File: config.mk
export PLATFORM = sky130hd
export DESIGN_NAME = radix_text_converter
export DESIGN_NICKNAME = d
export VERILOG_FILES = /design/src/hw/rtl/rtc_pkg.sv /design/src/hw/rtl/rtc_dabble.sv /design/src/hw/rtl/radix_text_converter.sv
export SDC_FILE = /design/constraint.sdc
export NUM_CORES = 1
export LEC_CHECK = 0
export BUFFER_PORTS_ARGS = -buffer_cell sky130_fd_sc_hd__buf_2
export CORE_UTILIZATION = 59
export CTS_CLUSTER_SIZE = 14
export DETAILED_ROUTE_END_ITERATION = 6
export GPL_ROUTABILITY_DRIVEN = 0
export PLACE_DENSITY = 0.76
export SLEW_MARGIN = 40
export SYNTH_ARGS = -nofsm -noshare
export SYNTH_HDL_FRONTEND = slang
export SYNTH_SLANG_ARGS = --single-unit
File: constraint.sdc
create_clock -name i_clk -period 13.8 [get_ports i_clk]
set_input_delay 1.38 -clock i_clk [delete_from_list [all_inputs] [get_ports i_clk]]
set_output_delay 1.38 -clock i_clk [all_outputs]
set_load 0.1 [all_outputs]
File: src/hw/rtl/rtc_pkg.sv
`timescale 1ns / 1ps

package rtc_pkg;

    localparam int VALUE_BITS = 32;

    localparam int HEX_DIGITS = (VALUE_BITS + 3) / 4;
    localparam int BIN_DIGITS = VALUE_BITS;
    localparam int DEC_DIGITS = ((VALUE_BITS * 1233) >> 12) + 1;
    localparam int BCD_W      = DEC_DIGITS * 4;
    localparam int TXT_W      = (BCD_W > VALUE_BITS) ? BCD_W : VALUE_BITS;
    localparam int CNT_W      = $clog2(VALUE_BITS + 1);

    localparam logic [1:0] IN_HEX = 2'd0;
    localparam logic [1:0] IN_BIN = 2'd1;

    localparam logic [1:0] OUT_DEC = 2'd0;
    localparam logic [1:0] OUT_BIN = 2'd1;
    localparam logic [1:0] OUT_HEX = 2'd2;

    localparam logic [7:0] CH_ZERO   = 8'h30;
    localparam logic [7:0] CH_ONE    = 8'h31;
    localparam logic [7:0] CH_NINE   = 8'h39;
    localparam logic [7:0] CH_A      = 8'h61;
    localparam logic [7:0] CH_F      = 8'h66;
    localparam logic [7:0] CH_A_BIAS = 8'h57;

    typedef struct packed {
        logic [7:0] digit_char;
        logic [1:0] source_base;
        logic       last_char;
    } t_in_word;

    typedef struct packed {
        logic [7:0] out_char;
        logic [1:0] out_base;
        logic       end_of_text;
        logic       last;
    } t_out_word;

    typedef struct packed {
        logic busy;
        logic done;
    } t_dab_stat;

    typedef enum logic [2:0] {
        S_IDLE,
        S_CSTART,
        S_CWAIT,
        S_LOAD,
        S_EMIT
    } t_state;

endpackage

File: src/hw/rtl/rtc_dabble.sv
`timescale 1ns / 1ps

module rtc_dabble (
    input  logic                           i_clk,
    input  logic                           i_rst_n,
    input  logic                           i_start,
    input  logic [rtc_pkg::VALUE_BITS-1:0] i_value,
    output logic [rtc_pkg::BCD_W-1:0]      o_bcd,
    output rtc_pkg::t_dab_stat             o_stat
);
    import rtc_pkg::*;

    logic [VALUE_BITS-1:0] r_bin, n_bin;
    logic [BCD_W-1:0]      r_bcd, n_bcd;
    logic [BCD_W-1:0]      corr;
    logic [CNT_W-1:0]      r_cnt, n_cnt;
    logic                  r_busy, n_busy;
    logic                  r_done, n_done;

    // add-3 on every BCD digit of 5 or more, before the shift
    always_comb begin
        for (int i = 0; i < DEC_DIGITS; i++) begin
            if (r_bcd[4*i +: 4] >= 4'd5) begin
                corr[4*i +: 4] = r_bcd[4*i +: 4] + 4'd3;
            end else begin
                corr[4*i +: 4] = r_bcd[4*i +: 4];
            end
        end
    end

    always_comb begin
        n_bin  = r_bin;
        n_bcd  = r_bcd;
        n_cnt  = r_cnt;
        n_busy = r_busy;
        n_done = 1'b0;
        if (i_start) begin
            n_bin  = i_value;
            n_bcd  = '0;
            n_cnt  = CNT_W'(VALUE_BITS);
            n_busy = 1'b1;
        end else if (r_busy) begin
            n_bcd = {corr[BCD_W-2:0], r_bin[VALUE_BITS-1]};
            n_bin = r_bin << 1;
            n_cnt = r_cnt - 1'b1;
            if (r_cnt == CNT_W'(1)) begin
                n_busy = 1'b0;
                n_done = 1'b1;
            end
        end
    end

    always_ff @(posedge i_clk) begin
        if (!i_rst_n) begin
            r_cnt  <= '0;
            r_busy <= 1'b0;
            r_done <= 1'b0;
        end else begin
            r_cnt  <= n_cnt;
            r_busy <= n_busy;
            r_done <= n_done;
        end
    end

    always_ff @(posedge i_clk) begin
        r_bin <= n_bin;
        r_bcd <= n_bcd;
    end

    assign o_bcd       = r_bcd;
    assign o_stat.busy = r_busy;
    assign o_stat.done = r_done;

endmodule

File: src/hw/rtl/radix_text_converter.sv
`timescale 1ns / 1ps
// Channel | Direction | Handshake                 | Word
// in      | input     | i_in_valid / o_in_ready   | i_in_word  (t_in_word)
// out     | output    | o_out_valid / i_out_ready | o_out_word (t_out_word)
//
// A character that is not the last is folded into the value; input stays ready.
// On the last character: a serial BCD conversion runs first when a decimal
// text is due (S_CSTART, S_CWAIT); then each text is loaded in S_LOAD and
// emitted digit by digit in S_EMIT, leading zero digits stepped over there
// without output. Input is taken only between numbers.
// Synchronous active-low reset clears the value and control state but not r_kind.
// A stalled output word holds, and digit emission waits with it.

module radix_text_converter (
    input  logic               i_clk,
    input  logic               i_rst_n,
    input  logic               i_in_valid,
    output logic               o_in_ready,
    input  rtc_pkg::t_in_word  i_in_word,
    output logic               o_out_valid,
    input  logic               i_out_ready,
    output rtc_pkg::t_out_word o_out_word
);
    import rtc_pkg::*;

    function automatic logic [3:0] digit_val(input logic [7:0] ch, input logic [1:0] base);
        logic [4:0] d;
        logic [4:0] radix;
        if (ch >= CH_ZERO && ch <= CH_NINE) begin
            d = 5'(ch - CH_ZERO);
        end else if (ch >= CH_A && ch <= CH_F) begin
            d = 5'(ch - CH_A_BIAS);
        end else begin
            d = 5'd16;
        end
        if (base == IN_HEX) begin
            radix = 5'd16;
        end else if (base == IN_BIN) begin
            radix = 5'd2;
        end else begin
            radix = 5'd10;
        end
        return (d < radix) ? d[3:0] : 4'd0;
    endfunction

    t_state                r_state, n_state;
    logic [VALUE_BITS-1:0] r_acc, n_acc;
    logic [1:0]            r_base, n_base;
    logic                  r_second, n_second;
    logic [1:0]            r_kind, n_kind;
    logic [TXT_W-1:0]      r_txt, n_txt;
    logic [CNT_W-1:0]      r_rem, n_rem;
    logic                  r_started, n_started;
    logic                  r_ov, n_ov;
    t_out_word             r_ow, n_ow;

    logic                  dab_start;
    logic [BCD_W-1:0]      dab_bcd;
    t_dab_stat             dab_stat;

    logic [VALUE_BITS-1:0] acc_step;
    logic [3:0]            in_digit;
    logic [3:0]            cur_digit;
    logic [7:0]            cur_char;
    logic [TXT_W-1:0]      txt_shift;
    logic                  show;
    logic                  out_free;

    rtc_dabble u_dabble (
        .i_clk   (i_clk),
        .i_rst_n (i_rst_n),
        .i_start (dab_start),
        .i_value (r_acc),
        .o_bcd   (dab_bcd),
        .o_stat  (dab_stat)
    );

    always_comb begin
        in_digit = digit_val(i_in_word.digit_char, i_in_word.source_base);
        if (i_in_word.source_base == IN_HEX) begin
            acc_step = (r_acc << 4) + VALUE_BITS'(in_digit);
        end else if (i_in_word.source_base == IN_BIN) begin
            acc_step = (r_acc << 1) + VALUE_BITS'(in_digit);
        end else begin
            acc_step = (r_acc << 3) + (r_acc << 1) + VALUE_BITS'(in_digit);
        end
    end

    always_comb begin
        if (r_kind == OUT_BIN) begin
            cur_digit = {3'b000, r_txt[TXT_W-1]};
            txt_shift = r_txt << 1;
        end else begin
            cur_digit = r_txt[TXT_W-1 -: 4];
            txt_shift = r_txt << 4;
        end
        if (cur_digit < 4'd10) begin
            cur_char = CH_ZERO + {4'h0, cur_digit};
        end else begin
            cur_char = CH_A_BIAS + {4'h0, cur_digit};
        end
    end

    assign show     = r_started || (cur_digit != 4'd0) || (r_rem == CNT_W'(1));
    assign out_free = !r_ov || i_out_ready;

    always_comb begin
        n_state   = r_state;
        n_acc     = r_acc;
        n_base    = r_base;
        n_second  = r_second;
        n_kind    = r_kind;
        n_txt     = r_txt;
        n_rem     = r_rem;
        n_started = r_started;
        n_ov      = r_ov && !i_out_ready;
        n_ow      = r_ow;
        dab_start = 1'b0;
        o_in_ready = 1'b0;

        unique case (r_state)
            S_IDLE: begin
                o_in_ready = 1'b1;
                if (i_in_valid) begin
                    n_acc  = acc_step;
                    n_base = i_in_word.source_base;
                    if (i_in_word.last_char) begin
                        n_second = 1'b0;
                        if (i_in_word.source_base == IN_HEX ||
                            i_in_word.source_base == IN_BIN) begin
                            n_state = S_CSTART;
                        end else begin
                            n_state = S_LOAD;
                        end
                    end
                end
            end
            S_CSTART: begin
                dab_start = 1'b1;
                n_state   = S_CWAIT;
            end
            S_CWAIT: begin
                if (dab_stat.done) begin
                    n_state = S_LOAD;
                end
            end
            S_LOAD: begin
                n_started = 1'b0;
                n_state   = S_EMIT;
                if (!r_second && (r_base == IN_HEX || r_base == IN_BIN)) begin
                    n_kind = OUT_DEC;
                    n_txt  = TXT_W'(dab_bcd) << (TXT_W - BCD_W);
                    n_rem  = CNT_W'(DEC_DIGITS);
                end else if ((!r_second) || (r_base == IN_BIN)) begin
                    n_kind = OUT_HEX;
                    n_txt  = TXT_W'(r_acc) << (TXT_W - HEX_DIGITS * 4);
                    n_rem  = CNT_W'(HEX_DIGITS);
                end else begin
                    n_kind = OUT_BIN;
                    n_txt  = TXT_W'(r_acc) << (TXT_W - BIN_DIGITS);
                    n_rem  = CNT_W'(BIN_DIGITS);
                end
            end
            S_EMIT: begin
                if (!show) begin
                    n_txt = txt_shift;
                    n_rem = r_rem - 1'b1;
                end else if (out_free) begin
                    n_ov             = 1'b1;
                    n_ow.out_char    = cur_char;
                    n_ow.out_base    = r_kind;
                    n_ow.end_of_text = (r_rem == CNT_W'(1));
                    n_ow.last        = (r_rem == CNT_W'(1)) && r_second;
                    n_txt            = txt_shift;
                    n_rem            = r_rem - 1'b1;
                    n_started        = 1'b1;
                    if (r_rem == CNT_W'(1)) begin
                        if (r_second) begin
                            n_acc   = '0;
                            n_state = S_IDLE;
                        end else begin
                            n_second = 1'b1;
                            n_state  = S_LOAD;
                        end
                    end
                end
            end
            default: begin
                n_state = S_IDLE;
            end
        endcase
    end

    always_ff @(posedge i_clk) begin
        if (!i_rst_n) begin
            r_state   <= S_IDLE;
            r_acc     <= '0;
            r_base    <= IN_HEX;
            r_second  <= 1'b0;
            r_rem     <= '0;
            r_started <= 1'b0;
            r_ov      <= 1'b0;
        end else begin
            r_state   <= n_state;
            r_acc     <= n_acc;
            r_base    <= n_base;
            r_second  <= n_second;
            r_rem     <= n_rem;
            r_started <= n_started;
            r_ov      <= n_ov;
        end
    end

    always_ff @(posedge i_clk) begin
        r_kind <= n_kind;
        r_txt  <= n_txt;
        r_ow   <= n_ow;
    end

    assign o_out_valid = r_ov;
    assign o_out_word  = r_ow;

endmodule

==> qor.csv <==
metric;value;unit
fin crit share;44.5;%
Worst-Skew Late Latency;0.44;ns
Final Setup Violations;0;
Final Hold Viols;0;
Starting Density;61.1;%
YS warnings;0;
chip width;142;microns
post-synthesis sequential area ratio;38.1;%
global-route wire length before repair;43700;microns
1st-iter DRT viols;694;
worst hold slack;0.461;ns
Mapped Area;11600;sq um
Max rail drop VDD;0.0000829;V
Arr. time, crit path;6.45;ns
ordered cell list for the critical path;buf_2 -> inv_1 -> ha_1 -> nor3b_1 -> nor4_2 -> a21oi_1 -> ha_1 -> a21o_1 -> a21o_1 -> nor3_1 -> ha_1 -> ha_1 -> inv_1 -> fa_1 -> nand2b_1 -> a21oi_1 -> o211ai_1 -> a21oi_1 -> o31ai_1 -> a211oi_1 -> o41ai_1 -> xor2_1 -> o21ai_0;
Antenna Nets Post-Route;0;
via count of the first global-routing pass;8942;
Routed WL;26000;microns
Cell Pwr Density;161;nW/um^2
# rows;50;
fin area;12400;sq um
most used cell, CP;ha_1;
TritonCTS clock tree;built;
Die Y;142;microns
Num CTS Buffers;17;
top post-synthesis cells by count;nand2_1, nor2_1, a21oi_1, dfxtp_1, ha_1;
GR Overflow Total;0;
Async S/R FF share, synth;0;%
Post-Place Worst Slack;7.05;ns
buffer count from post-CTS setup fixing;0;
Hold Crit Class;register to register;
CTS sink cnt;179;
layout cell share with drive strength beyond 1;8.72;%
crit path capture type;register;
placed cell area;11900;sq um
Netlist cell types;63;
drt via density;5.98;
Finished Layout Cells;1591;
Vias;9521;
status;completed;
Post-Synthesis Cells;1343;
overall power;2.00;mW
CTS H-tree lvls;4;
RSZ-0062 raised after global routing;no;
Post-synth EDFFs;85;
1st-pass router iterations;7;
CTS clock-pin slew for the worst setup and hold paths;0.07;ns
Setup crit start kind;input port;
nets;1426;
hold buffer count at CTS;0;
Crit Path Max Fanout;6;
Die ar.;20300;sq um
Tot GR Track Use;27.0;%
max_cap viols;0;
CTS Root Cell;clkbuf_16;
ANT cells;0;
syn nets;1451;
CP required;14.11;ns
Setup Skew;0.0116;ns
post_cts resized;0;
Area Growth Syn to Fin;6.79;%
top cells by area, synth;edfxtp_1, dfxtp_1, ha_1;
worst slew pin tran;0.754;ns
slew margin rel.;49.8;%
Inst Count DP;1559;
synthesized flop and latch total;179;
IO Count;29;
Setup Crit Path Kind;input port to register;
Longest Clk Path Bufs;2;
most frequent cell after synthesis;nand2_1;
initial antenna violation count;0;
critical path's slowest cell;nor4_2;
top_reg_cell synth;dfxtp_1;
final core utilization;65.3;%
Pleak;4.81;nW
DRC;0;
setup_tns;0;ns
Synth Area per Inst;8.66;sq um
core area;19000;sq um
max-slew violations;0;
largest net degree at the start of global routing;78;
hpwl dp;17800;microns
Synth top area share;22.0;%
PortBufs;27;
Crit path largest cell delay;0.47;ns
Routed wire per std cell;16.3;microns
Yosys top cell by area;edfxtp_1;
Final WS setup;7.66;ns
max frequency;0.163;GHz
Final min period;6.14;ns
## power breakdown
| part | internal, mW | total (mW) | switching [mW] |
|---|---|---|---|
| Clock | 0.237 | 0.462 | 0.226 |
| Combinational | 0.254 | 0.686 | 0.432 |
| Sequential | 0.741 | 0.854 | 0.113 |
| Total | 1.23 | 2.00 | 0.770 |
## layout by cell type (no fill, tap or decap), types with 6 or more instances in the layout
| master | Yosys | layout |
|---|---|---|
| nand2_1 | 162 | 161 |
| nor2_1 | 126 | 125 |
| a21oi_1 | 125 | 125 |
| dfxtp_1 | 94 | 94 |
| ha_1 | 90 | 90 |
| edfxtp_1 | 85 | 85 |
| o21ai_0 | 77 | 76 |
| a211oi_1 | 55 | 55 |
| inv_1 | 45 | 45 |
| a31oi_1 | 39 | 39 |
| xor2_1 | 38 | 38 |
| xnor2_1 | 38 | 38 |
| nand3_1 | 37 | 37 |
| nor2b_1 | 35 | 34 |
| mux2_2 | 32 | 32 |
| buf_2 | 6 | 27 |
| nor3_1 | 24 | 23 |
| mux2i_1 | 21 | 21 |
| a21o_1 | 20 | 20 |
| nand2b_1 | 18 | 18 |
| clkbuf_16 | 0 | 17 |
| nand4_1 | 11 | 11 |
| and3_1 | 8 | 8 |
| buf_4 | 2 | 8 |
| o21bai_1 | 6 | 6 |
| o211ai_1 | 6 | 6 |
## layer usage
metal / GRT usage (%) / wire length [microns] / vias up
met3: 4.54 / 1260 / 35
met2: 46.3 / 12800 / 253
li1: - / - / 4760
met1: 34.7 / 11500 / 4473
met4: 8.32 / 380 / 0
met5: 0 / 0 / -
## critical path, delay by kind of cell
kind,cells,cell delay (ns)
AO/OA/AOI/OAI,10,2.15
XOR/XNOR,1,0.18
adder cells (fa/ha/maj),5,1.28
buffers and inverters,3,0.27
AND/OR/NAND/NOR,4,1.17
## registers in the layout, indices dropped and copies added, names as in the netlist
register	cells
r_kind	2
r_txt	40
r_state	3
u_dabble.r_done	1
u_dabble.r_busy	1
r_acc	32
u_dabble.r_bin	32
r_base	2
r_started	1
o_out_valid	1
u_dabble.o_bcd	40
r_rem	6
r_second	1
u_dabble.r_cnt	6
o_out_word	11
## cell type report
type,count,area [sq um]
multi-input combinational,1038,6730
fill,1619,6600
sequential,179,4430
clock buffer,18,429
tap,260,325
timing repair buffer,36,206
inverter,46,174
clock inverter,14,123
## cells by family (layout without fill, tap and decap cells)
logic type | Yosys count | after routing | synth area share (%)
AOI/OAI and AO/OA | 359 | 359 | 18.6
DFF | 179 | 179 | 38.1
xor gates and xnor gates | 76 | 76 | 5.72
muxes | 53 | 53 | 4.91
other | 2 | 2 | 0.0646
buffers and inverters | 126 | 114 | 4.34
adders and majority gates | 93 | 93 | 10.2
and+or+nand+nor | 455 | 455 | 18.0
## path summary, 6_finish.rpt
check	cells after the start	from	slack, ns	to
setup / recovery	23	i_in_word[3]	7.66	r_acc[28]
hold / removal	2	r_base[0]	0.46	r_base[0]
setup reg to reg	11	r_acc[0]	10.29	r_acc[29]
hold reg to reg	2	r_base[0]	0.46	r_base[0]
Note: power is estimated with default switching activity, not from simulation.
